--- src/hdl/dfsc_pkg.sv ---
// shared types, constants and helpers of the dual fan speed controller
package dfsc_pkg;

  localparam int unsigned NumCfg = 8;
  localparam int unsigned CfgIdxW = 3;
  localparam int unsigned CfgDataW = 20;
  localparam int unsigned QueueDepth = 2;

  typedef enum logic [3:0] {
    CmdTick   = 4'd0,
    CmdTachA  = 4'd1,
    CmdTachB  = 4'd2,
    CmdButton = 4'd3,
    CmdAuto   = 4'd4,
    CmdManual = 4'd5,
    CmdSetRpm = 4'd6,
    CmdStop   = 4'd7,
    CmdStart  = 4'd8,
    CmdTemp   = 4'd9,
    CmdIdle   = 4'd10
  } cmd_e;

  localparam logic [CfgIdxW-1:0] RegMinRpm   = 3'd0;
  localparam logic [CfgIdxW-1:0] RegMaxRpm   = 3'd1;
  localparam logic [CfgIdxW-1:0] RegStepRpm  = 3'd2;
  localparam logic [CfgIdxW-1:0] RegDeadband = 3'd3;
  localparam logic [CfgIdxW-1:0] RegDutyStep = 3'd4;
  localparam logic [CfgIdxW-1:0] RegPeriod   = 3'd5;
  localparam logic [CfgIdxW-1:0] RegTimeout  = 3'd6;
  localparam logic [CfgIdxW-1:0] RegPpr      = 3'd7;

  typedef struct packed {
    logic [15:0] min_rpm;
    logic [15:0] max_rpm;
    logic [15:0] inc_rpm;
    logic [9:0]  deadband_rpm;
    logic [5:0]  duty_step;
    logic [15:0] period_ms;
    logic [19:0] temp_timeout_ms;
    logic [3:0]  pulses_per_rev;
  } cfg_t;

  // one classified item for the back end
  typedef struct packed {
    logic        is_tick;
    logic        tach_a;
    logic        tach_b;
    logic        button;
    logic        set_auto;
    logic        set_manual;
    logic        set_rpm;
    logic        stop;
    logic        start;
    logic        temp;
    logic [31:0] now_ms;
    logic [2:0]  levels;
    logic [15:0] rpm_req;
    logic [15:0] temp_tenths;
  } item_t;

  typedef struct packed {
    logic [6:0]  duty_pct;
    logic [9:0]  pwm_level;
    logic [15:0] speed_a;
    logic [15:0] speed_b;
    logic [15:0] target_rpm;
    logic        auto_on;
    logic        halted;
  } status_t;

  localparam logic [15:0] GoalReset = 16'd1500;
  localparam logic [6:0]  DutyReset = 7'd60;
  localparam logic [9:0]  PwmReset  = 10'd400;
  localparam logic [9:0]  PwmOff    = 10'd1000;
  localparam logic [6:0]  DutyMax   = 7'd100;
  localparam logic [16:0] RpmSat    = 17'd65535;
  localparam logic [15:0] RpmPerMin = 16'd60000;

  function automatic logic [15:0] table_rpm(input logic signed [15:0] t);
    logic [15:0] r;
    if (t < 16'sd400) r = 16'd700;
    else if (t < 16'sd500) r = 16'd1000;
    else if (t < 16'sd600) r = 16'd1500;
    else if (t < 16'sd700) r = 16'd2000;
    else if (t < 16'sd800) r = 16'd2500;
    else r = 16'd3000;
    return r;
  endfunction

  function automatic logic [9:0] level_of(input logic [6:0] d);
    logic [6:0] c;
    logic [9:0] inv;
    c = (d > DutyMax) ? DutyMax : d;
    inv = {3'd0, DutyMax - c};
    return (inv << 3) + (inv << 1);
  endfunction

endpackage

--- src/hdl/dual_fan_speed_controller.sv ---
// dual fan speed controller top level: config registers, front end, back end
// a control tick holds the back end through both divisions and the adjust step
// control tick time is set by the shared 48-step divider run once per fan
// throughput: one ordinary event per cycle while the output is not stalled
// reset: async active low, registers to defaults, no clearing pass
module dual_fan_speed_controller (
  input  logic                            clk_i,
  input  logic                            rst_ni,
  input  logic                            cfg_we_i,
  input  logic [dfsc_pkg::CfgIdxW-1:0]    cfg_idx_i,
  input  logic [dfsc_pkg::CfgDataW-1:0]   cfg_data_i,
  input  logic                            in_valid_i,
  output logic                            in_stall_o,
  input  logic [3:0]                      command_i,
  input  logic [31:0]                     now_ms_i,
  input  logic                            mode_level_i,
  input  logic                            up_level_i,
  input  logic                            down_level_i,
  input  logic signed [15:0]              rpm_request_i,
  input  logic signed [15:0]              temp_tenths_i,
  output logic                            out_valid_o,
  input  logic                            out_stall_i,
  output logic [6:0]                      duty_pct_o,
  output logic [9:0]                      pwm_level_o,
  output logic [15:0]                     speed_a_o,
  output logic [15:0]                     speed_b_o,
  output logic [15:0]                     target_rpm_o,
  output logic                            auto_on_o,
  output logic                            halted_o
);
  import dfsc_pkg::*;

  cfg_t    cfg_q;
  logic    q_valid, q_pop;
  item_t   q_item;
  status_t status;

  always_ff @(posedge clk_i or negedge rst_ni) begin
    if (!rst_ni) begin
      cfg_q.min_rpm <= 16'd500;
      cfg_q.max_rpm <= 16'd3300;
      cfg_q.inc_rpm <= 16'd500;
      cfg_q.deadband_rpm <= 10'd80;
      cfg_q.duty_step <= 6'd2;
      cfg_q.period_ms <= 16'd1000;
      cfg_q.temp_timeout_ms <= 20'd10000;
      cfg_q.pulses_per_rev <= 4'd2;
    end else if (cfg_we_i) begin
      case (cfg_idx_i)
        RegMinRpm:   cfg_q.min_rpm <= cfg_data_i[15:0];
        RegMaxRpm:   cfg_q.max_rpm <= cfg_data_i[15:0];
        RegStepRpm:  cfg_q.inc_rpm <= cfg_data_i[15:0];
        RegDeadband: cfg_q.deadband_rpm <= cfg_data_i[9:0];
        RegDutyStep: cfg_q.duty_step <= cfg_data_i[5:0];
        RegPeriod:   cfg_q.period_ms <= cfg_data_i[15:0];
        RegTimeout:  cfg_q.temp_timeout_ms <= cfg_data_i[19:0];
        RegPpr:      cfg_q.pulses_per_rev <= cfg_data_i[3:0];
        default:     cfg_q <= cfg_q;
      endcase
    end
  end

  dfsc_front u_front (
    .clk_i,
    .rst_ni,
    .in_valid_i,
    .in_stall_o,
    .command_i,
    .now_ms_i,
    .mode_level_i,
    .up_level_i,
    .down_level_i,
    .rpm_request_i,
    .temp_tenths_i,
    .q_valid_o (q_valid),
    .q_item_o  (q_item),
    .q_pop_i   (q_pop)
  );

  dfsc_back u_back (
    .clk_i,
    .rst_ni,
    .cfg_i       (cfg_q),
    .q_valid_i   (q_valid),
    .q_item_i    (q_item),
    .q_pop_o     (q_pop),
    .out_valid_o,
    .out_stall_i,
    .status_o    (status)
  );

  assign duty_pct_o = status.duty_pct;
  assign pwm_level_o = status.pwm_level;
  assign speed_a_o = status.speed_a;
  assign speed_b_o = status.speed_b;
  assign target_rpm_o = status.target_rpm;
  assign auto_on_o = status.auto_on;
  assign halted_o = status.halted;

endmodule

--- src/hdl/dfsc_front.sv ---
// front end: takes input beats, decodes the command and queues the item
module dfsc_front (
  input  logic                   clk_i,
  input  logic                   rst_ni,
  input  logic                   in_valid_i,
  output logic                   in_stall_o,
  input  logic [3:0]             command_i,
  input  logic [31:0]            now_ms_i,
  input  logic                   mode_level_i,
  input  logic                   up_level_i,
  input  logic                   down_level_i,
  input  logic signed [15:0]     rpm_request_i,
  input  logic signed [15:0]     temp_tenths_i,
  output logic                   q_valid_o,
  output dfsc_pkg::item_t        q_item_o,
  input  logic                   q_pop_i
);
  import dfsc_pkg::*;

  localparam int unsigned PtrW = $clog2(QueueDepth);

  item_t              mem_q [QueueDepth];
  logic [PtrW-1:0]    wr_q, rd_q;
  logic [PtrW:0]      cnt_q;
  item_t              item;
  logic               push;

  always_comb begin
    item = '0;
    item.now_ms = now_ms_i;
    item.levels = {down_level_i, up_level_i, mode_level_i};
    item.rpm_req = rpm_request_i;
    item.temp_tenths = temp_tenths_i;
    case (command_i)
      CmdTick:   item.is_tick = 1'b1;
      CmdTachA:  item.tach_a = 1'b1;
      CmdTachB:  item.tach_b = 1'b1;
      CmdButton: item.button = 1'b1;
      CmdAuto:   item.set_auto = 1'b1;
      CmdManual: item.set_manual = 1'b1;
      CmdSetRpm: item.set_rpm = 1'b1;
      CmdStop:   item.stop = 1'b1;
      CmdStart:  item.start = 1'b1;
      CmdTemp:   item.temp = 1'b1;
      default:   item.is_tick = 1'b0;
    endcase
  end

  assign in_stall_o = (cnt_q == (PtrW+1)'(QueueDepth));
  assign push = in_valid_i && !in_stall_o;
  assign q_valid_o = (cnt_q != '0);
  assign q_item_o = mem_q[rd_q];

  always_ff @(posedge clk_i) begin
    if (push) mem_q[wr_q] <= item;
  end

  always_ff @(posedge clk_i or negedge rst_ni) begin
    if (!rst_ni) begin
      wr_q <= '0;
      rd_q <= '0;
      cnt_q <= '0;
    end else begin
      if (push) wr_q <= wr_q + 1'b1;
      if (q_pop_i) rd_q <= rd_q + 1'b1;
      cnt_q <= cnt_q + (PtrW+1)'(push) - (PtrW+1)'(q_pop_i);
    end
  end

endmodule

--- src/hdl/dfsc_div.sv ---
// radix-2 restoring divider, one quotient bit per cycle
module dfsc_div (
  input  logic        clk_i,
  input  logic        rst_ni,
  input  logic        start_i,
  input  logic [47:0] num_i,
  input  logic [35:0] den_i,
  output logic        done_o,
  output logic [15:0] quo_o
);
  import dfsc_pkg::*;

  logic [47:0] num_q;
  logic [36:0] rem_q;
  logic [35:0] den_q;
  logic [47:0] quo_q;
  logic [5:0]  cnt_q;
  logic        busy_q;
  logic [36:0] shifted;
  logic [37:0] diff;

  assign shifted = {rem_q[35:0], num_q[47]};
  assign diff = {1'b0, shifted} - {2'b0, den_q};

  always_ff @(posedge clk_i or negedge rst_ni) begin
    if (!rst_ni) begin
      busy_q <= 1'b0;
      done_o <= 1'b0;
      cnt_q <= '0;
    end else begin
      done_o <= 1'b0;
      if (start_i) begin
        busy_q <= 1'b1;
        cnt_q <= 6'd47;
      end else if (busy_q) begin
        if (cnt_q == '0) begin
          busy_q <= 1'b0;
          done_o <= 1'b1;
        end
        cnt_q <= cnt_q - 1'b1;
      end
    end
  end

  always_ff @(posedge clk_i) begin
    if (start_i) begin
      num_q <= num_i;
      den_q <= den_i;
      rem_q <= '0;
      quo_q <= '0;
    end else if (busy_q) begin
      num_q <= {num_q[46:0], 1'b0};
      if (!diff[37]) begin
        rem_q <= diff[36:0];
        quo_q <= {quo_q[46:0], 1'b1};
      end else begin
        rem_q <= shifted;
        quo_q <= {quo_q[46:0], 1'b0};
      end
    end
  end

  assign quo_o = (quo_q > {31'd0, RpmSat}) ? RpmSat[15:0] : quo_q[15:0];

endmodule

--- src/hdl/dfsc_back.sv ---
// back end: applies queued items to the controller state, control ticks that are due divide
module dfsc_back (
  input  logic             clk_i,
  input  logic             rst_ni,
  input  dfsc_pkg::cfg_t   cfg_i,
  input  logic             q_valid_i,
  input  dfsc_pkg::item_t  q_item_i,
  output logic             q_pop_o,
  output logic             out_valid_o,
  input  logic             out_stall_i,
  output dfsc_pkg::status_t status_o
);
  import dfsc_pkg::*;

  typedef enum logic [2:0] {StIdle, StDivA, StWaitA, StDivB, StWaitB, StAdjust} state_e;

  state_e      state_q;
  logic [31:0] pca_q, pcb_q, last_q, tstamp_q, now_q;
  logic signed [15:0] temp_q;
  logic        seen_q, auto_q, stop_q;
  logic [15:0] goal_q, manual_q, rpma_q, rpmb_q;
  logic [6:0]  duty_q;
  logic [9:0]  pwm_q;
  logic [2:0]  prev_q;
  logic [47:0] prod_q;
  logic [35:0] den_q;
  logic        div_start;
  logic        div_done;
  logic [15:0] div_quo;
  logic [15:0] per;
  logic [3:0]  ppr;
  logic [31:0] elapsed;
  logic        can_take;
  logic        out_set;
  item_t       it;
  logic [16:0] up_sum;
  logic [15:0] mg_btn, goal_btn;
  logic        auto_btn;
  logic signed [16:0] req;
  logic [15:0] req_cl;
  logic [15:0] goal_eff;
  logic [16:0] avg_sum;
  logic [15:0] avg;
  logic [16:0] lo_b, hi_b;
  logic [6:0]  duty_up, duty_new;
  logic [7:0]  duty_add;
  logic [31:0] tage;

  dfsc_div u_div (
    .clk_i,
    .rst_ni,
    .start_i (div_start),
    .num_i   (prod_q),
    .den_i   (den_q),
    .done_o  (div_done),
    .quo_o   (div_quo)
  );

  assign it = q_item_i;
  assign per = (cfg_i.period_ms == '0) ? 16'd1 : cfg_i.period_ms;
  assign ppr = (cfg_i.pulses_per_rev == '0) ? 4'd1 : cfg_i.pulses_per_rev;
  assign elapsed = it.now_ms - last_q;
  assign can_take = (state_q == StIdle) && q_valid_i && !(out_valid_o && out_stall_i);
  assign q_pop_o = can_take;
  assign div_start = (state_q == StDivA) || (state_q == StDivB);
  assign out_set = (can_take && !(it.is_tick && elapsed >= {16'd0, per})) ||
                   (state_q == StAdjust);

  always_comb begin
    auto_btn = auto_q;
    mg_btn = manual_q;
    goal_btn = goal_q;
    if (it.levels[0] && !prev_q[0]) begin
      auto_btn = !auto_q;
      if (auto_q) goal_btn = manual_q;
    end
    up_sum = {1'b0, manual_q} + {1'b0, cfg_i.inc_rpm};
    if (!auto_btn) begin
      if (it.levels[1] && !prev_q[1]) begin
        if (manual_q < cfg_i.max_rpm) mg_btn = up_sum[16] ? 16'hFFFF : up_sum[15:0];
        goal_btn = mg_btn;
      end
      if (it.levels[2] && !prev_q[2]) begin
        if (mg_btn > cfg_i.min_rpm)
          mg_btn = (mg_btn > cfg_i.inc_rpm) ? mg_btn - cfg_i.inc_rpm : 16'd0;
        goal_btn = mg_btn;
      end
    end
  end

  always_comb begin
    req = $signed({it.rpm_req[15], it.rpm_req});
    if (req < $signed({1'b0, cfg_i.min_rpm})) req = $signed({1'b0, cfg_i.min_rpm});
    if (req > $signed({1'b0, cfg_i.max_rpm})) req = $signed({1'b0, cfg_i.max_rpm});
    req_cl = req[15:0];
  end

  always_comb begin
    tage = now_q - tstamp_q;
    goal_eff = goal_q;
    if (auto_q)
      goal_eff = (seen_q && tage < {12'd0, cfg_i.temp_timeout_ms}) ? table_rpm(temp_q) : '0;
    avg_sum = {1'b0, rpma_q} + {1'b0, rpmb_q};
    avg = avg_sum[16:1];
    lo_b = {1'b0, goal_eff} - {7'd0, cfg_i.deadband_rpm};
    hi_b = {1'b0, goal_eff} + {7'd0, cfg_i.deadband_rpm};
    duty_add = {1'b0, duty_q} + {2'b0, cfg_i.duty_step};
    duty_up = (duty_add > {1'b0, DutyMax}) ? DutyMax : duty_add[6:0];
    duty_new = duty_q;
    if ({1'b0, goal_eff} > {7'd0, cfg_i.deadband_rpm} && {1'b0, avg} < lo_b) begin
      if (duty_q < DutyMax) duty_new = duty_up;
    end else if ({1'b0, avg} > hi_b) begin
      if (duty_q > {1'b0, cfg_i.duty_step}) duty_new = duty_q - {1'b0, cfg_i.duty_step};
    end
  end

  always_ff @(posedge clk_i or negedge rst_ni) begin
    if (!rst_ni) begin
      state_q <= StIdle;
      pca_q <= '0; pcb_q <= '0; last_q <= '0; tstamp_q <= '0;
      temp_q <= '0; seen_q <= 1'b0; auto_q <= 1'b0; stop_q <= 1'b0;
      goal_q <= GoalReset; manual_q <= GoalReset; duty_q <= DutyReset;
      rpma_q <= '0; rpmb_q <= '0; prev_q <= '0; pwm_q <= PwmReset;
      out_valid_o <= 1'b0;
      now_q <= '0; prod_q <= '0; den_q <= '0;
    end else begin
      if (out_set) out_valid_o <= 1'b1;
      else if (out_valid_o && !out_stall_i) out_valid_o <= 1'b0;
      case (state_q)
        StIdle: begin
          if (can_take) begin
            if (it.is_tick) begin
              if (elapsed >= {16'd0, per}) begin
                last_q <= it.now_ms;
                now_q <= it.now_ms;
                prod_q <= 48'(pca_q) * 48'(RpmPerMin);
                den_q <= 36'(ppr) * 36'(elapsed);
                state_q <= StDivA;
              end
            end else begin
              if (it.tach_a) pca_q <= pca_q + 1'b1;
              if (it.tach_b) pcb_q <= pcb_q + 1'b1;
              if (it.button) begin
                auto_q <= auto_btn;
                manual_q <= mg_btn;
                goal_q <= goal_btn;
                prev_q <= it.levels;
              end
              if (it.set_auto) auto_q <= 1'b1;
              if (it.set_manual) begin
                auto_q <= 1'b0;
                goal_q <= manual_q;
              end
              if (it.set_rpm) begin
                manual_q <= req_cl;
                goal_q <= req_cl;
                auto_q <= 1'b0;
              end
              if (it.stop) begin
                stop_q <= 1'b1;
                pwm_q <= PwmOff;
              end
              if (it.start) stop_q <= 1'b0;
              if (it.temp) begin
                temp_q <= it.temp_tenths;
                seen_q <= 1'b1;
                tstamp_q <= it.now_ms;
              end
            end
          end
        end
        StDivA: begin
          prod_q <= 48'(pcb_q) * 48'(RpmPerMin);
          state_q <= StWaitA;
        end
        StWaitA: begin
          if (div_done) begin
            rpma_q <= div_quo;
            state_q <= StDivB;
          end
        end
        StDivB: state_q <= StWaitB;
        StWaitB: begin
          if (div_done) begin
            rpmb_q <= div_quo;
            pca_q <= '0;
            pcb_q <= '0;
            state_q <= StAdjust;
          end
        end
        StAdjust: begin
          goal_q <= goal_eff;
          if (stop_q || goal_eff == '0) begin
            duty_q <= '0;
            pwm_q <= PwmOff;
          end else begin
            duty_q <= duty_new;
            pwm_q <= level_of(duty_new);
          end
          state_q <= StIdle;
        end
        default: state_q <= StIdle;
      endcase
    end
  end

  assign status_o.duty_pct = duty_q;
  assign status_o.pwm_level = pwm_q;
  assign status_o.speed_a = rpma_q;
  assign status_o.speed_b = rpmb_q;
  assign status_o.target_rpm = goal_q;
  assign status_o.auto_on = auto_q;
  assign status_o.halted = stop_q;

endmodule

--- config.mk ---
export PLATFORM = sky130hd
export DESIGN_NAME = dual_fan_speed_controller
export DESIGN_NICKNAME = d
export VERILOG_FILES = /design/src/hdl/dfsc_pkg.sv /design/src/hdl/dual_fan_speed_controller.sv /design/src/hdl/dfsc_front.sv /design/src/hdl/dfsc_div.sv /design/src/hdl/dfsc_back.sv
export SDC_FILE = /design/constraint.sdc
export NUM_CORES = 2
export LEC_CHECK = 0
export ABC_AREA = 0
export BUFFER_PORTS_ARGS = -buffer_cell sky130_fd_sc_hd__buf_2
export CORE_MARGIN = 2
export CORE_UTILIZATION = 50
export DETAILED_ROUTE_END_ITERATION = 16
export PLACE_DENSITY = 0.75
export SLEW_MARGIN = 20
export SYNTH_ARGS = -nofsm -noshare
export SYNTH_HDL_FRONTEND = slang
export SYNTH_SLANG_ARGS = --single-unit
--- constraint.sdc ---
create_clock -name clk_i -period 14.7 [get_ports clk_i]
set_input_delay 1.47 -clock clk_i [delete_from_list [all_inputs] [get_ports clk_i]]
set_output_delay 1.47 -clock clk_i [all_outputs]
set_load 0.02 [all_outputs]
==> out/qor.txt <==
Setup TNS: 0 ps
Req. time, crit path: 15,220 ps
Status: finished, final reports clean
Worst setup SP type: register
Die height: 343.9 um
Number of flops mapped to enable cells by yosys: 229
Fmax: 0.07872 GHz
Synth Instances: 5,894
CP top delay family: compound AO/OA/AOI/OAI gates
Leading cell type in the layout, fill and taps excluded: nand2_1
Worst Setup End Kind: register
Post-CTS setup buffers: 0
Ys Warns: 0
Num CTS Buffers: 83
Die area: 118,300 um2
IO Port Bufs: 164
Worst hold path type: reg -> reg
CP dominant cell by count: a21oi_1
DR vias/cell: 5.667
Clock transition at the registers of the reported paths: 60 ps
RD Place Congestion: 0.9291
Drt total wl: 137,600 um
Avg Cell Area, Syn: 9.800 um2
Die W: 343.9 um
Hold Vio Cnt, Final: 0
CP max-delay cell: or4_1
Fraction of registers with async set/reset: 0.5770
Synthesized area: 57,760 um2
Area Growth Syn to Fin: 9.024%
GRT Util Overall: 0.2350
Residual DRC: 0
Skew final: 41.48 ps
Pwr Density: 107.4 nW/um2
Yosys top cell area share: 0.1616
# setup viols final: 0
Commonest cells after routing, fill and taps aside: nand2_1 (579), ha_1 (573), inv_1 (478), nor2_1 (452), a21oi_1 (408)
Post-synth top area cell: dfrtp_1
Smallest hold slack: 444.5 ps
Top FF cell, synth: dfrtp_1
Slew @ Worst Pin: 1094 ps
Starting Density: 0.5045
Total power: 6.765 mW
Synthesized flop and latch total: 740
Site row count: 124
Crit path time final: 12,700 ps
DR pass1 iterations: 6
Vias in the first global route: 43,190
CP bufs+invs: 3
Sequential area share after synthesis: 0.3343
First-pass GRT wire length: 225,700 um
Worst VDD drop: 117.8 uV
Clock buffer depth: 3
Critical path arrival: 13,220 ps
Clock sinks: 740
CTS tree: done
Synth Net Count: 6,919
Top post-synthesis cells by area: dfrtp_1 (16%), ha_1 (12%), fa_1 (12%), edfxtp_1 (12%), nand2_1 (3.8%)
Max-cap violations: 0
Total gr overflow: 0
Io pins: 168
CP peak stage delay: 600 ps
Initial DRC count: 2,744
Largest net degree at the start of global routing: 169
Cell variety after synth: 101
Rel. slew slack: 0.2679
RSZ-0062 raised after global routing: no
Post-DRT Antenna Nets: 0
Wire length per cell: 18.19 um
Crit path kind: reg -> reg
Leakage Power: 29.90 nW
Initial antenna violation count: 10
Vias: 42,860
Critical path peak fanout: 9
# hold bufs at CTS: 0
Ratio of cells with drive above 1 in the final layout: 0.1078
Worst skew pair latency: 690 ps
H-tree levels: 3
Clk Tree Root Cell: clkbuf_16
Slew Viols, Final: 0
CTS resizes: 0
Period utilization: 0.8641
Dpl hpwl: 103,700 um
Total Nets Final: 7,003
Core area: 114,500 um2
-- where the power goes --
group	switching (mW)	internal (mW)	leakage, nW
sequential	0.0778	2.31	7.90
clock	0.923	1.23	1.36
combinational	1.32	0.899	20.6
total	2.32	4.45	29.9
-- path summary, 6_finish.rpt --
| kind | slack, ps | depth (start not counted) | startpoint | end |
|---|---|---|---|---|
| min reg2reg | 440 | 0 | u_back.den_q[8] | u_back.u_div.den_q[8] |
| min | 440 | 0 | u_back.den_q[8] | u_back.u_div.den_q[8] |
| max | 2000 | 61 | u_back.last_q[2] | u_back.pwm_q[9] |
| min in group asynchronous | 800 | 1 | rst_ni | u_back.prod_q[7] |
| max in group asynchronous | 11760 | 3 | rst_ni | u_back.rpma_q[8] |
| max reg2reg | 2000 | 61 | u_back.last_q[2] | u_back.pwm_q[9] |
-- layout make-up --
class / instances / area, um2
Tap cell: 1512 / 1892
Sequential cell: 740 / 19320
Antenna cell: 3 / 7.507
Fill cell: 9987 / 51530
Timing Repair Buffer: 201 / 1154
Clock buffer: 104 / 2228
Clock inverter: 51 / 588.1
Multi-Input combinational cell: 4472 / 35980
Inverter: 480 / 1804
-- cell families (layout without fill, tap and decap cells) --
logic type / after synthesis / in the layout / synth area share
xor gates and xnor gates: 319 / 319 / 0.04837
and+or+nand+nor: 1594 / 1594 / 0.1252
adders and majority gates: 926 / 926 / 0.2465
DFF: 740 / 740 / 0.3343
AOI/OAI and AO/OA: 1320 / 1320 / 0.1427
buffers and inverters: 682 / 836 / 0.04469
other: 1 / 4 / 0.00006492
muxes: 312 / 312 / 0.05823
-- Yosys cell counts, types with 11 or more instances --
master,n
o21ai_0,371
o21bai_1,54
nor3_1,90
a211oi_1,38
a21oi_1,409
nor2b_1,80
nand4_1,43
o22ai_1,13
a31oi_1,30
dfxtp_1,84
xnor2_1,213
dfstp_2,54
mux2i_1,123
nor3b_1,15
a21o_1,98
a211o_1,16
buf_1,12
nor2_1,456
and2_1,28
and3_1,43
mux2_2,186
inv_1,478
o21a_1,72
nand2b_1,44
a21boi_0,11
nand3_1,103
dfrtp_1,373
nor4_1,32
edfxtp_1,229
a221o_1,14
fa_1,353
o211ai_1,27
nand2_1,580
ha_1,573
o31ai_1,22
or2_2,18
or3_1,25
clkbuf_1,180
a31o_2,13
xor2_1,106
-- sequential cells by signal (all words and copies together), names as in the netlist, 9 cells and up --
register	flops
u_front.mem_q	150
cfg_q	104
u_back.u_div.quo_q	48
u_back.prod_q	43
u_back.u_div.num_q	43
u_back.den_q	36
u_back.u_div.den_q	36
u_back.u_div.rem_q	36
u_back.last_q	32
u_back.pca_q	32
u_back.pcb_q	32
u_back.tstamp_q	32
u_back.goal_q	16
u_back.manual_q	16
u_back.rpma_q	16
u_back.rpmb_q	16
u_back.temp_q	14
u_back.pwm_q	9
-- layer usage --
metal  up-vias  part of all wire  global-route usage
met2      1038              0.46              0.3841
met5         -           0.00055                   0
met1     20840              0.45              0.3169
met4        12             0.037             0.08225
li1      20730                 -                   -
met3       232             0.053             0.03835
-- per-stage QoR --
| stage | instance area [um2] | worst slack (ps) | instances | util |
|---|---|---|---|---|
| global route | 62970 | 978.3 | 7563 | 0.5500 |
| global placement | 60090 | 2373 | 7403 | 0.5248 |
| detailed placement | 60090 | 2085 | 7403 | 0.5248 |
| floorplan | 57760 | 3569 | 5894 | - |
| finish | 62970 | 1998 | 7563 | 0.5500 |
| CTS | 62910 | 2038 | 7558 | 0.5494 |
No activity file was read; power rests on OpenSTA's default activity.
